File: config.mk
export PLATFORM = sky130hd
export DESIGN_NAME = two_priority_note_sequencer_core
export DESIGN_NICKNAME = d
export VERILOG_FILES = /design/src/hdl/tpns_pkg.sv /design/src/hdl/tpns_div.sv /design/src/hdl/tpns_queue.sv /design/src/hdl/two_priority_note_sequencer_core.sv
export SDC_FILE = /design/constraint.sdc
export NUM_CORES = 1
export LEC_CHECK = 0
export ABC_AREA = 1
export BUFFER_PORTS_ARGS = -buffer_cell sky130_fd_sc_hd__buf_2
export CAP_MARGIN = 25
export CORE_MARGIN = 5
export CORE_UTILIZATION = 50
export DETAILED_ROUTE_END_ITERATION = 6
export PLACE_DENSITY = 0.68
export REMOVE_ABC_BUFFERS = 1
export SYNTH_ARGS = -nofsm -noshare
export SYNTH_HDL_FRONTEND = slang
export SYNTH_HIERARCHICAL = 1
export SYNTH_SLANG_ARGS = --single-unit
File: constraint.sdc
create_clock -name clk -period 10.4 [get_ports clk]
set_input_delay 0.52 -clock clk [delete_from_list [all_inputs] [get_ports clk]]
set_output_delay 0.52 -clock clk [all_outputs]
set_load 0.01 [all_outputs]
File: src/hdl/tpns_pkg.sv
// Shared types, codes and constants for the two-priority note sequencer.
// Holds the action codes, queue entry layout, tone table and queue control struct.
// No dependencies.
package tpns_pkg;

    // Action codes carried in s_tuser
    localparam logic [1:0] ACT_TICK   = 2'd0;
    localparam logic [1:0] ACT_URGENT = 2'd1;
    localparam logic [1:0] ACT_NORMAL = 2'd2;
    localparam logic [1:0] ACT_FORCE  = 2'd3;

    // Queue entry: duration in the upper bits, table index in the lower bits
    localparam int DUR_W   = 8;
    localparam int IDX_W   = 6;
    localparam int ENTRY_W = DUR_W + IDX_W;
    localparam int HZ_W    = 12;
    localparam int PER_W   = 17;

    localparam logic [DUR_W-1:0] IDLE_LEFT  = 8'hFF;
    localparam logic [PER_W-1:0] TONE_CLOCK = 17'd100000;

    // Queue push/pop strobes
    typedef struct packed {
        logic push;
        logic pop;
    } tpns_qctl_t;

    // Tone table in hertz; entries past the last note are silence
    function automatic logic [HZ_W-1:0] tone_hz(input logic [IDX_W-1:0] idx);
        logic [HZ_W-1:0] hz;
        begin
            case (idx)
                6'd0:  hz = 12'd131;
                6'd1:  hz = 12'd139;
                6'd2:  hz = 12'd147;
                6'd3:  hz = 12'd156;
                6'd4:  hz = 12'd165;
                6'd5:  hz = 12'd175;
                6'd6:  hz = 12'd185;
                6'd7:  hz = 12'd196;
                6'd8:  hz = 12'd208;
                6'd9:  hz = 12'd220;
                6'd10: hz = 12'd233;
                6'd11: hz = 12'd247;
                6'd12: hz = 12'd262;
                6'd13: hz = 12'd277;
                6'd14: hz = 12'd294;
                6'd15: hz = 12'd311;
                6'd16: hz = 12'd330;
                6'd17: hz = 12'd349;
                6'd18: hz = 12'd370;
                6'd19: hz = 12'd392;
                6'd20: hz = 12'd415;
                6'd21: hz = 12'd440;
                6'd22: hz = 12'd466;
                6'd23: hz = 12'd494;
                6'd24: hz = 12'd523;
                6'd25: hz = 12'd554;
                6'd26: hz = 12'd587;
                6'd27: hz = 12'd622;
                6'd28: hz = 12'd659;
                6'd29: hz = 12'd698;
                6'd30: hz = 12'd740;
                6'd31: hz = 12'd784;
                6'd32: hz = 12'd831;
                6'd33: hz = 12'd880;
                6'd34: hz = 12'd932;
                6'd35: hz = 12'd988;
                6'd36: hz = 12'd1046;
                6'd37: hz = 12'd1108;
                6'd38: hz = 12'd1174;
                6'd39: hz = 12'd1244;
                6'd40: hz = 12'd1318;
                6'd41: hz = 12'd1396;
                6'd42: hz = 12'd1479;
                6'd43: hz = 12'd1567;
                6'd44: hz = 12'd1661;
                6'd45: hz = 12'd1760;
                6'd46: hz = 12'd1864;
                6'd47: hz = 12'd1975;
                6'd48: hz = 12'd2093;
                6'd49: hz = 12'd2217;
                6'd50: hz = 12'd2349;
                6'd51: hz = 12'd2489;
                6'd52: hz = 12'd2637;
                6'd53: hz = 12'd2793;
                6'd54: hz = 12'd2959;
                6'd55: hz = 12'd3135;
                6'd56: hz = 12'd3322;
                6'd57: hz = 12'd3520;
                6'd58: hz = 12'd3729;
                6'd59: hz = 12'd3951;
                default: hz = 12'd0;
            endcase
            return hz;
        end
    endfunction

endpackage

File: src/hdl/tpns_div.sv
// Iterative restoring divider: fixed tone clock divided by a frequency.
// One quotient bit per cycle. Uses tpns_pkg.
module tpns_div
    import tpns_pkg::*;
(
    input  logic             clk,
    input  logic             rst_n,
    input  logic             start,
    input  logic [15:0]      divisor,
    output logic             done,
    output logic [PER_W-1:0] quotient
);

    logic             busy_reg;
    logic             done_reg;
    logic [4:0]       cnt_reg;
    logic [PER_W-1:0] rem_reg;
    logic [PER_W-1:0] quot_reg;
    logic [15:0]      dvs_reg;
    logic [PER_W-1:0] trial;
    logic             fits;

    // Shift in the next dividend bit and try a subtract
    assign trial = {rem_reg[PER_W-2:0], TONE_CLOCK[cnt_reg]};
    assign fits  = (trial >= {1'b0, dvs_reg});

    // Step the division, MSB first
    always_ff @(posedge clk or negedge rst_n)
    begin
        if (!rst_n)
        begin
            busy_reg <= 1'b0;
            done_reg <= 1'b0;
            cnt_reg  <= 5'd0;
        end
        else
        begin
            done_reg <= busy_reg && !start && (cnt_reg == 5'd0);
            if (start)
            begin
                busy_reg <= 1'b1;
                cnt_reg  <= 5'(PER_W - 1);
            end
            else if (busy_reg)
            begin
                if (cnt_reg == 5'd0)
                begin
                    busy_reg <= 1'b0;
                end
                else
                begin
                    cnt_reg <= cnt_reg - 5'd1;
                end
            end
        end
    end

    // Hold remainder and quotient
    always_ff @(posedge clk)
    begin
        if (start)
        begin
            dvs_reg  <= divisor;
            rem_reg  <= '0;
            quot_reg <= '0;
        end
        else if (busy_reg)
        begin
            rem_reg  <= fits ? (trial - {1'b0, dvs_reg}) : trial;
            quot_reg <= {quot_reg[PER_W-2:0], fits};
        end
    end

    assign done     = done_reg;
    assign quotient = quot_reg;

endmodule

File: src/hdl/tpns_queue.sv
// Note queue: circular buffer in a memory with a registered head read.
// Push writes at the tail, pop advances the head. Uses tpns_pkg.
module tpns_queue
    import tpns_pkg::*;
#(
    parameter int DEPTH = 8
)
(
    input  logic                          clk,
    input  logic                          rst_n,
    input  tpns_qctl_t                    ctl,
    input  logic [ENTRY_W-1:0]            wr_data,
    output logic [ENTRY_W-1:0]            head,
    output logic [$clog2(DEPTH+1)-1:0]    fill
);

    localparam int PTR_W  = (DEPTH > 1) ? $clog2(DEPTH) : 1;
    localparam int FILL_W = $clog2(DEPTH + 1);
    localparam logic [PTR_W-1:0] LAST = PTR_W'(DEPTH - 1);

    logic [ENTRY_W-1:0] mem [DEPTH];
    logic [ENTRY_W-1:0] head_reg;
    logic [PTR_W-1:0]   wr_ptr_reg;
    logic [PTR_W-1:0]   rd_ptr_reg;
    logic [FILL_W-1:0]  fill_reg;

    // Write at the tail, read the head every cycle
    always_ff @(posedge clk)
    begin
        if (ctl.push)
        begin
            mem[wr_ptr_reg] <= wr_data;
        end
        head_reg <= mem[rd_ptr_reg];
    end

    // Advance pointers and fill count
    always_ff @(posedge clk or negedge rst_n)
    begin
        if (!rst_n)
        begin
            wr_ptr_reg <= '0;
            rd_ptr_reg <= '0;
            fill_reg   <= '0;
        end
        else
        begin
            if (ctl.push)
            begin
                wr_ptr_reg <= (wr_ptr_reg == LAST) ? '0 : wr_ptr_reg + 1'b1;
            end
            if (ctl.pop)
            begin
                rd_ptr_reg <= (rd_ptr_reg == LAST) ? '0 : rd_ptr_reg + 1'b1;
            end
            if (ctl.push && !ctl.pop)
            begin
                fill_reg <= fill_reg + 1'b1;
            end
            else if (ctl.pop && !ctl.push)
            begin
                fill_reg <= fill_reg - 1'b1;
            end
        end
    end

    assign head = head_reg;
    assign fill = fill_reg;

endmodule

File: src/hdl/two_priority_note_sequencer_core.sv
// Two-priority buzzer note sequencer: an urgent and a normal note queue, a tick
// engine, and timer period/compare output. Every input word gives one result word.
// A tick steps through the fetch, wait, urgent, normal and finish states, then
// divides when it moves to a new nonzero pitch (a tick while the engine is stopped
// goes straight to the result); an enqueue checks and pushes; a force divides unless
// its frequency is zero: pitch changes run 100000/freq through one shared iterative
// divider at one quotient bit per cycle. The block takes one word at a time and is
// ready again the cycle after its result is loaded; a finished result waits in the
// output register while the next word is accepted, and the block holds while an
// earlier result still waits there. Depends on tpns_pkg, tpns_queue and tpns_div.
module two_priority_note_sequencer_core
    import tpns_pkg::*;
#(
    parameter int QUEUE_DEPTH = 8,
    parameter int TABLE_SIZE  = 60
)
(
    input  logic        clk,
    input  logic        rst_n,
    // Configuration: lowest_note
    input  logic        cfg_valid,
    output logic        cfg_ready,
    input  logic [7:0]  cfg_data,
    // Input words
    input  logic        s_tvalid,
    output logic        s_tready,
    input  logic [31:0] s_tdata,   // duration[7:0], note[15:8], frequency[31:16]
    input  logic [1:0]  s_tuser,   // action[1:0]
    // Result words
    output logic        m_tvalid,
    input  logic        m_tready,
    output logic [39:0] m_tdata    // period[16:0], compare[32:17], tone_on[33],
                                   // accepted[34], running[35], zero[39:36]
);

    localparam int FILL_W = $clog2(QUEUE_DEPTH + 1);
    localparam logic [FILL_W-1:0] FULL_FILL = FILL_W'(QUEUE_DEPTH);
    localparam logic [8:0]        TBL_LIM   = 9'(TABLE_SIZE);

    localparam logic [3:0] ST_IDLE  = 4'd0;
    localparam logic [3:0] ST_ENQ   = 4'd1;
    localparam logic [3:0] ST_FETCH = 4'd2;
    localparam logic [3:0] ST_WAIT  = 4'd3;
    localparam logic [3:0] ST_URG   = 4'd4;
    localparam logic [3:0] ST_NRM   = 4'd5;
    localparam logic [3:0] ST_FIN   = 4'd6;
    localparam logic [3:0] ST_DRIVE = 4'd7;
    localparam logic [3:0] ST_DIV   = 4'd8;
    localparam logic [3:0] ST_DONE  = 4'd9;

    logic [3:0]         state_reg;
    logic [7:0]         lowest_reg;
    logic [1:0]         act_reg;
    logic [DUR_W-1:0]   dur_reg;
    logic [7:0]         note_reg;
    logic [DUR_W-1:0]   ul_reg;
    logic [DUR_W-1:0]   nl_reg;
    logic [HZ_W-1:0]    resume_reg;
    logic               engine_reg;
    logic [PER_W-1:0]   period_reg;
    logic               acc_reg;
    logic               drv_reg;
    logic [15:0]        drv_hz_reg;
    logic               m_tvalid_reg;
    logic [39:0]        m_tdata_reg;

    logic               in_fire;
    logic [8:0]         diff;
    logic               enq_ok;
    logic [DUR_W-1:0]   dur_adj;
    logic [ENTRY_W-1:0] wr_entry;
    tpns_qctl_t         uq_ctl;
    tpns_qctl_t         nq_ctl;
    logic [ENTRY_W-1:0] u_head;
    logic [ENTRY_W-1:0] n_head;
    logic [FILL_W-1:0]  u_fill;
    logic [FILL_W-1:0]  n_fill;
    logic [FILL_W-1:0]  tgt_fill;
    logic               u_due;
    logic               n_due;
    logic               div_start;
    logic               div_done;
    logic [PER_W-1:0]   div_quot;
    logic               out_free;
    logic [HZ_W-1:0]    u_hz;
    logic [HZ_W-1:0]    n_hz;

    assign cfg_ready = 1'b1;
    assign s_tready  = (state_reg == ST_IDLE);
    assign in_fire   = s_tvalid && s_tready;
    assign out_free  = !m_tvalid_reg || m_tready;

    // Enqueue check: room, nonzero duration, note inside the table
    always_comb
    begin
        diff     = {1'b0, note_reg} - {1'b0, lowest_reg};
        tgt_fill = (act_reg == ACT_URGENT) ? u_fill : n_fill;
        enq_ok   = (tgt_fill < FULL_FILL) && (dur_reg != '0) && !diff[8]
                   && (diff < TBL_LIM) && (diff[8:IDX_W] == '0);
        dur_adj  = (dur_reg == IDLE_LEFT) ? IDLE_LEFT - 1'b1 : dur_reg;
        wr_entry = {dur_adj, diff[IDX_W-1:0]};
    end

    // Queue strobes, head tone lookups and divider start
    always_comb
    begin
        u_due       = (ul_reg == '0) || (ul_reg == IDLE_LEFT);
        n_due       = (nl_reg == '0) || (nl_reg == IDLE_LEFT);
        uq_ctl.push = (state_reg == ST_ENQ) && enq_ok && (act_reg == ACT_URGENT);
        nq_ctl.push = (state_reg == ST_ENQ) && enq_ok && (act_reg == ACT_NORMAL);
        uq_ctl.pop  = (state_reg == ST_URG) && u_due && (u_fill != '0);
        nq_ctl.pop  = (state_reg == ST_NRM) && n_due && (n_fill != '0);
        u_hz        = tone_hz(u_head[IDX_W-1:0]);
        n_hz        = tone_hz(n_head[IDX_W-1:0]);
        div_start   = (state_reg == ST_DRIVE) && (drv_hz_reg != '0);
    end

    tpns_queue #(.DEPTH(QUEUE_DEPTH)) u_urgent_q
    (
        .clk     (clk),
        .rst_n   (rst_n),
        .ctl     (uq_ctl),
        .wr_data (wr_entry),
        .head    (u_head),
        .fill    (u_fill)
    );

    tpns_queue #(.DEPTH(QUEUE_DEPTH)) u_normal_q
    (
        .clk     (clk),
        .rst_n   (rst_n),
        .ctl     (nq_ctl),
        .wr_data (wr_entry),
        .head    (n_head),
        .fill    (n_fill)
    );

    tpns_div u_div
    (
        .clk      (clk),
        .rst_n    (rst_n),
        .start    (div_start),
        .divisor  (drv_hz_reg),
        .done     (div_done),
        .quotient (div_quot)
    );

    // Capture input word fields
    always_ff @(posedge clk)
    begin
        if (in_fire)
        begin
            act_reg  <= s_tuser;
            dur_reg  <= s_tdata[7:0];
            note_reg <= s_tdata[15:8];
        end
    end

    // Sequencer and playback state
    always_ff @(posedge clk or negedge rst_n)
    begin
        if (!rst_n)
        begin
            state_reg    <= ST_IDLE;
            lowest_reg   <= '0;
            ul_reg       <= IDLE_LEFT;
            nl_reg       <= IDLE_LEFT;
            resume_reg   <= '0;
            engine_reg   <= 1'b0;
            period_reg   <= '0;
            acc_reg      <= 1'b0;
            drv_reg      <= 1'b0;
            drv_hz_reg   <= '0;
            m_tvalid_reg <= 1'b0;
        end
        else
        begin
            if (cfg_valid && cfg_ready)
            begin
                lowest_reg <= cfg_data;
            end
            if (m_tvalid_reg && m_tready && !((state_reg == ST_DONE) && out_free))
            begin
                m_tvalid_reg <= 1'b0;
            end

            case (state_reg)
                ST_IDLE:
                begin
                    if (in_fire)
                    begin
                        acc_reg <= 1'b0;
                        drv_reg <= 1'b0;
                        case (s_tuser)
                            ACT_TICK:
                            begin
                                state_reg <= engine_reg ? ST_FETCH : ST_DONE;
                            end
                            ACT_FORCE:
                            begin
                                drv_hz_reg <= s_tdata[31:16];
                                state_reg  <= ST_DRIVE;
                            end
                            default:
                            begin
                                state_reg <= ST_ENQ;
                            end
                        endcase
                    end
                end

                ST_ENQ:
                begin
                    if (enq_ok)
                    begin
                        acc_reg    <= 1'b1;
                        engine_reg <= 1'b1;
                    end
                    state_reg <= ST_DONE;
                end

                // Count down both running notes
                ST_FETCH:
                begin
                    if (ul_reg != IDLE_LEFT)
                    begin
                        ul_reg <= ul_reg - 1'b1;
                    end
                    if (nl_reg != IDLE_LEFT)
                    begin
                        nl_reg <= nl_reg - 1'b1;
                    end
                    state_reg <= ST_WAIT;
                end

                // Let the registered queue heads settle
                ST_WAIT:
                begin
                    state_reg <= ST_URG;
                end

                // Urgent side: fetch the next note or fall back to the saved pitch
                ST_URG:
                begin
                    if (u_due)
                    begin
                        if (u_fill != '0)
                        begin
                            ul_reg     <= u_head[ENTRY_W-1:IDX_W];
                            drv_reg    <= 1'b1;
                            drv_hz_reg <= 16'(u_hz);
                        end
                        else if (ul_reg == '0)
                        begin
                            ul_reg     <= IDLE_LEFT;
                            drv_reg    <= 1'b1;
                            drv_hz_reg <= 16'(resume_reg);
                        end
                    end
                    state_reg <= ST_NRM;
                end

                // Normal side: fetch the next note, save its pitch
                ST_NRM:
                begin
                    if (n_due)
                    begin
                        if (n_fill != '0)
                        begin
                            resume_reg <= n_hz;
                            nl_reg     <= n_head[ENTRY_W-1:IDX_W];
                            if (ul_reg == IDLE_LEFT)
                            begin
                                drv_reg    <= 1'b1;
                                drv_hz_reg <= 16'(n_hz);
                            end
                        end
                        else
                        begin
                            nl_reg     <= IDLE_LEFT;
                            resume_reg <= '0;
                        end
                    end
                    state_reg <= ST_FIN;
                end

                // Stop the engine once everything has drained
                ST_FIN:
                begin
                    if ((u_fill == '0) && (n_fill == '0) &&
                        (ul_reg == IDLE_LEFT) && (nl_reg == IDLE_LEFT))
                    begin
                        period_reg <= '0;
                        engine_reg <= 1'b0;
                        state_reg  <= ST_DONE;
                    end
                    else
                    begin
                        state_reg <= drv_reg ? ST_DRIVE : ST_DONE;
                    end
                end

                // Zero frequency is silence, otherwise divide
                ST_DRIVE:
                begin
                    if (drv_hz_reg == '0)
                    begin
                        period_reg <= '0;
                        state_reg  <= ST_DONE;
                    end
                    else
                    begin
                        state_reg <= ST_DIV;
                    end
                end

                ST_DIV:
                begin
                    if (div_done)
                    begin
                        period_reg <= div_quot;
                        state_reg  <= ST_DONE;
                    end
                end

                // Hand the result word to the output register
                ST_DONE:
                begin
                    if (out_free)
                    begin
                        m_tvalid_reg <= 1'b1;
                        state_reg    <= ST_IDLE;
                    end
                end

                default:
                begin
                    state_reg <= ST_IDLE;
                end
            endcase
        end
    end

    // Load the result word
    always_ff @(posedge clk)
    begin
        if ((state_reg == ST_DONE) && out_free)
        begin
            m_tdata_reg <= {4'b0000, engine_reg, acc_reg, (period_reg != '0),
                            period_reg[PER_W-1:1], period_reg};
        end
    end

    assign m_tvalid = m_tvalid_reg;
    assign m_tdata  = m_tdata_reg;

endmodule
==> results by group <==
GRT
  – Grt met1 use: 31.3%
  – Largest net degree at the start of global routing: 59
  – Most Crowded Layer GR: met2
  – Total GRT Usage: 22.3%
  – Global-route congestion overflow total: 0
  – Global-route wire length before repair: 85,500 microns
  – Number of global-route vias before repair: 16,014
  – Antenna violations before repair: 1
  – Met3 Usage GRT: 2.99%
  – Met2 Track Usage GR: 36.0%

Synthesis
  – Sequential-to-total area share from yosys stat: 55.8%
  – Cells after Synth: 2,480
  – Syn Area/Cell: 8.82 sq um
  – Ys async rst share: 23.5%
  – Yosys warns: 6
  – Register bit total from synthesis: 443
  – Yosys cell types: 58
  – Synth Flop Type: edfxtp_1
  – Syn Std Cell Area: 0.0219 sq mm
  – EDFF count, synth: 278

STA
  – Min setup slack post-route: 6.42 ns
  – Fin. max-slew vios: 0
  – Post-route setup TNS: 0 ns
  – RSZ-0062 raised after global routing: no
  – Top achievable clock speed: 251 MHz
  – Final Hold Fails: 0
  – Tcrit/Tclk final: 38.3%
  – Slew @ Worst Pin: 1.02 ns
  – Clock Skew: 0.0347 ns
  – Final setup viols: 0
  – Slew HR: 32.0%
  – Post-layout min period: 3.98 ns

Worst setup path
  – Startpoint class of the critical path: flip-flop
  – CP dominant cell by count: nand2_1
  – Critical Path Max Stage Delay: 0.62 ns
  – CP endpoint kind: flip-flop
  – Worst-path cell chain: inv_1 -> ha_1 -> nand2_1 -> nand2_1 -> nand2_1 -> nand3_1 -> nand2_1 -> nand2_1 -> nand2_1 -> nand4_1 -> nor2_1 -> nand2_1 -> nor2_1 -> buf_6
  – Crit Path Category: reg2reg
  – Worst EP required: 10.69 ns
  – CP max-delay cell: nor2_1
  – Arr. time, crit path: 4.27 ns
  – CP Max Fanout: 17
  – FF-to-FF path depth: 14

CTS
  – Post-CTS setup buffers: 0
  – CTS Buf Count: 46
  – H-tree depth: 2
  – Clk buf depth: 3
  – Clock Latency Late Sink: 0.58 ns
  – CTS clock-pin slew for the worst setup and hold paths: 0.06 ns
  – Clock sink count: 443
  – CTS root buf: clkbuf_16
  – CTS tree: yes

Status
  – Outcome: finished clean

Floorplanning
  – Chip Width: 219 microns
  – Die area: 0.0480 sq mm
  – I/O pin count: 90
  – Initial cell density of the core: 50.7%
  – DIE HEIGHT: 219 microns
  – Rows: 76
  – Core footprint: 0.0432 sq mm

Routing
  – Vias per inst: 5.38
  – WL/cell: 17.0 microns
  – Initial drt markers: 1,560
  – DR pass1 iterations: 6
  – Antenna Nets Post-Route: 0
  – Via count: 16,987
  – WL final: 53,700 microns
  – DR DRC count: 0

Hold path
  – Hold Path Class: in2reg
  – Hold Crit Depth: 1

Place
  – Port Buffer Count: 84
  – Setup WS pre-CTS: 6.17 ns
  – Final HPWL DP: 36,800 microns
  – RePlAce Congestion: 0.929

Power and ir drop
  – VDD IR max: 0.156 mV
  – Pwr Density: 147 mW/mm^2
  – Power, Total: 3550 uW
  – Lkg Pwr: 0.0107 uW

Layout
  – Layout cells sized above 1: 10.4%
  – Layout Nets: 2,647
  – Antenna cells: 0
  – Layout fillers: 3,916
  – Layout area overhead: 10.3%

Flow run
  – Max-cap check violation count: 0
[synthesized netlist by cell type (all sizes together), types with 8 or more instances]
cell,number,area [sq um]
edfxtp,278,8350
nand3,161,826
inv,233,875
or2,8,50.1
nand2,823,3130
clkbuf,28,106
a21oi,74,382
o22ai,20,125
nor2,193,786
dfxtp,61,1220
nor3,15,80.1
dfrtp,88,2200
dfstp,16,420
nand4,18,128
o21ai,255,1340
ha,62,776
o211ai,16,120
buf,81,548
[cell usage in the layout, fill, tap and decap left out, drive strengths merged, types with 5 or more instances in the layout]
cell	synthesis	layout
ha	62	62
dfxtp	61	61
nand2	823	823
clkinv	6	28
o211ai	16	16
nand3	161	161
nor3	15	15
dfstp	16	16
edfxtp	278	278
conb	2	5
o22ai	20	20
xnor2	5	5
nor2	193	193
dfrtp	88	88
inv	233	234
a31oi	5	5
o21ai	255	255
buf	81	111
clkbuf	28	54
nand4	18	18
a21oi	74	74
or2	8	8
[critical path, delay by kind of cell (launching register included)]
| family | cells | cell delay [ns] |
|---|---|---|
| simple gates | 11 | 2.70 |
| fa+ha+maj | 1 | 0.38 |
| flops | 1 | 0.32 |
| buf+inv | 2 | 0.29 |
[cells by family (layout without fill, tap and decap cells)]
group	after synthesis	count (layout)	share of synthesized area [%]
compound gates	387	387	9.74
xor+xnor	9	9	0.360
fa+ha+maj	66	66	3.91
buf+inv	348	436	7.09
flops	443	443	55.8
mux	1	1	0.0515
other cells	2	5	0.0343
simple gates	1224	1224	23.0
[final timing paths]
| path | from | end | slack (ns) |
|---|---|---|---|
| setup / recovery | lowest_reg[2] | u_normal_q/mem[0][0] | 6.42 |
| hold / removal | s_tdata[6] | dur_reg[6] | 0.11 |
| setup reg to reg | lowest_reg[2] | u_normal_q/mem[0][0] | 6.42 |
| hold reg to reg | u_div/quotient[15] | period_reg[15] | 0.46 |
| max in group asynchronous | rst_n | lowest_reg[7] | 8.61 |
| min in group asynchronous | rst_n | drv_hz_reg[6] | 0.53 |
[per-layer routing]
metal / up-vias / wire [microns]
li1: 8281 / -
met1: 7935 / 23200
met5: - / 0
met4: 0 / 1610
met3: 113 / 3810
met2: 658 / 25200
[metrics by stage]
step | cells | util, % | cell area (sq um) | hold slack, ns
6_report | 3156 | 55.9 | 24100 | 0.114
3_3_place_gp | 3053 | 52.1 | 22500 | 0.435
5_1_grt | 3156 | 55.9 | 24100 | 0.0900
4_1_cts | 3147 | 55.7 | 24000 | 0.0756
2_1_floorplan | 2374 | - | 21200 | 0.224
3_5_place_dp | 3061 | 52.3 | 22600 | 0.443
[layout make-up]
class,instances,area [sq um],area share [%]
well taps,585,732,3.03
clock buffers,54,1180,4.90
multi-input cells,1692,8160,33.8
flip-flops and latches,443,12200,50.5
repair buffers,112,677,2.81
inverters,239,897,3.72
clock inverters,31,287,1.19
[power breakdown]
group	switching, uW	internal, uW
logic	56.5	19.1
registers	1.18	1870
clock network	681	917
total	738	2810
[repair_timing]
action / CTS / global route
resized for setup: 0 / 0
hold endpoints to repair: 33 / 0
hold buffers: 1 / 0
setup endpoints to repair: 0 / 0
Note: power is estimated with default switching activity, not from simulation.
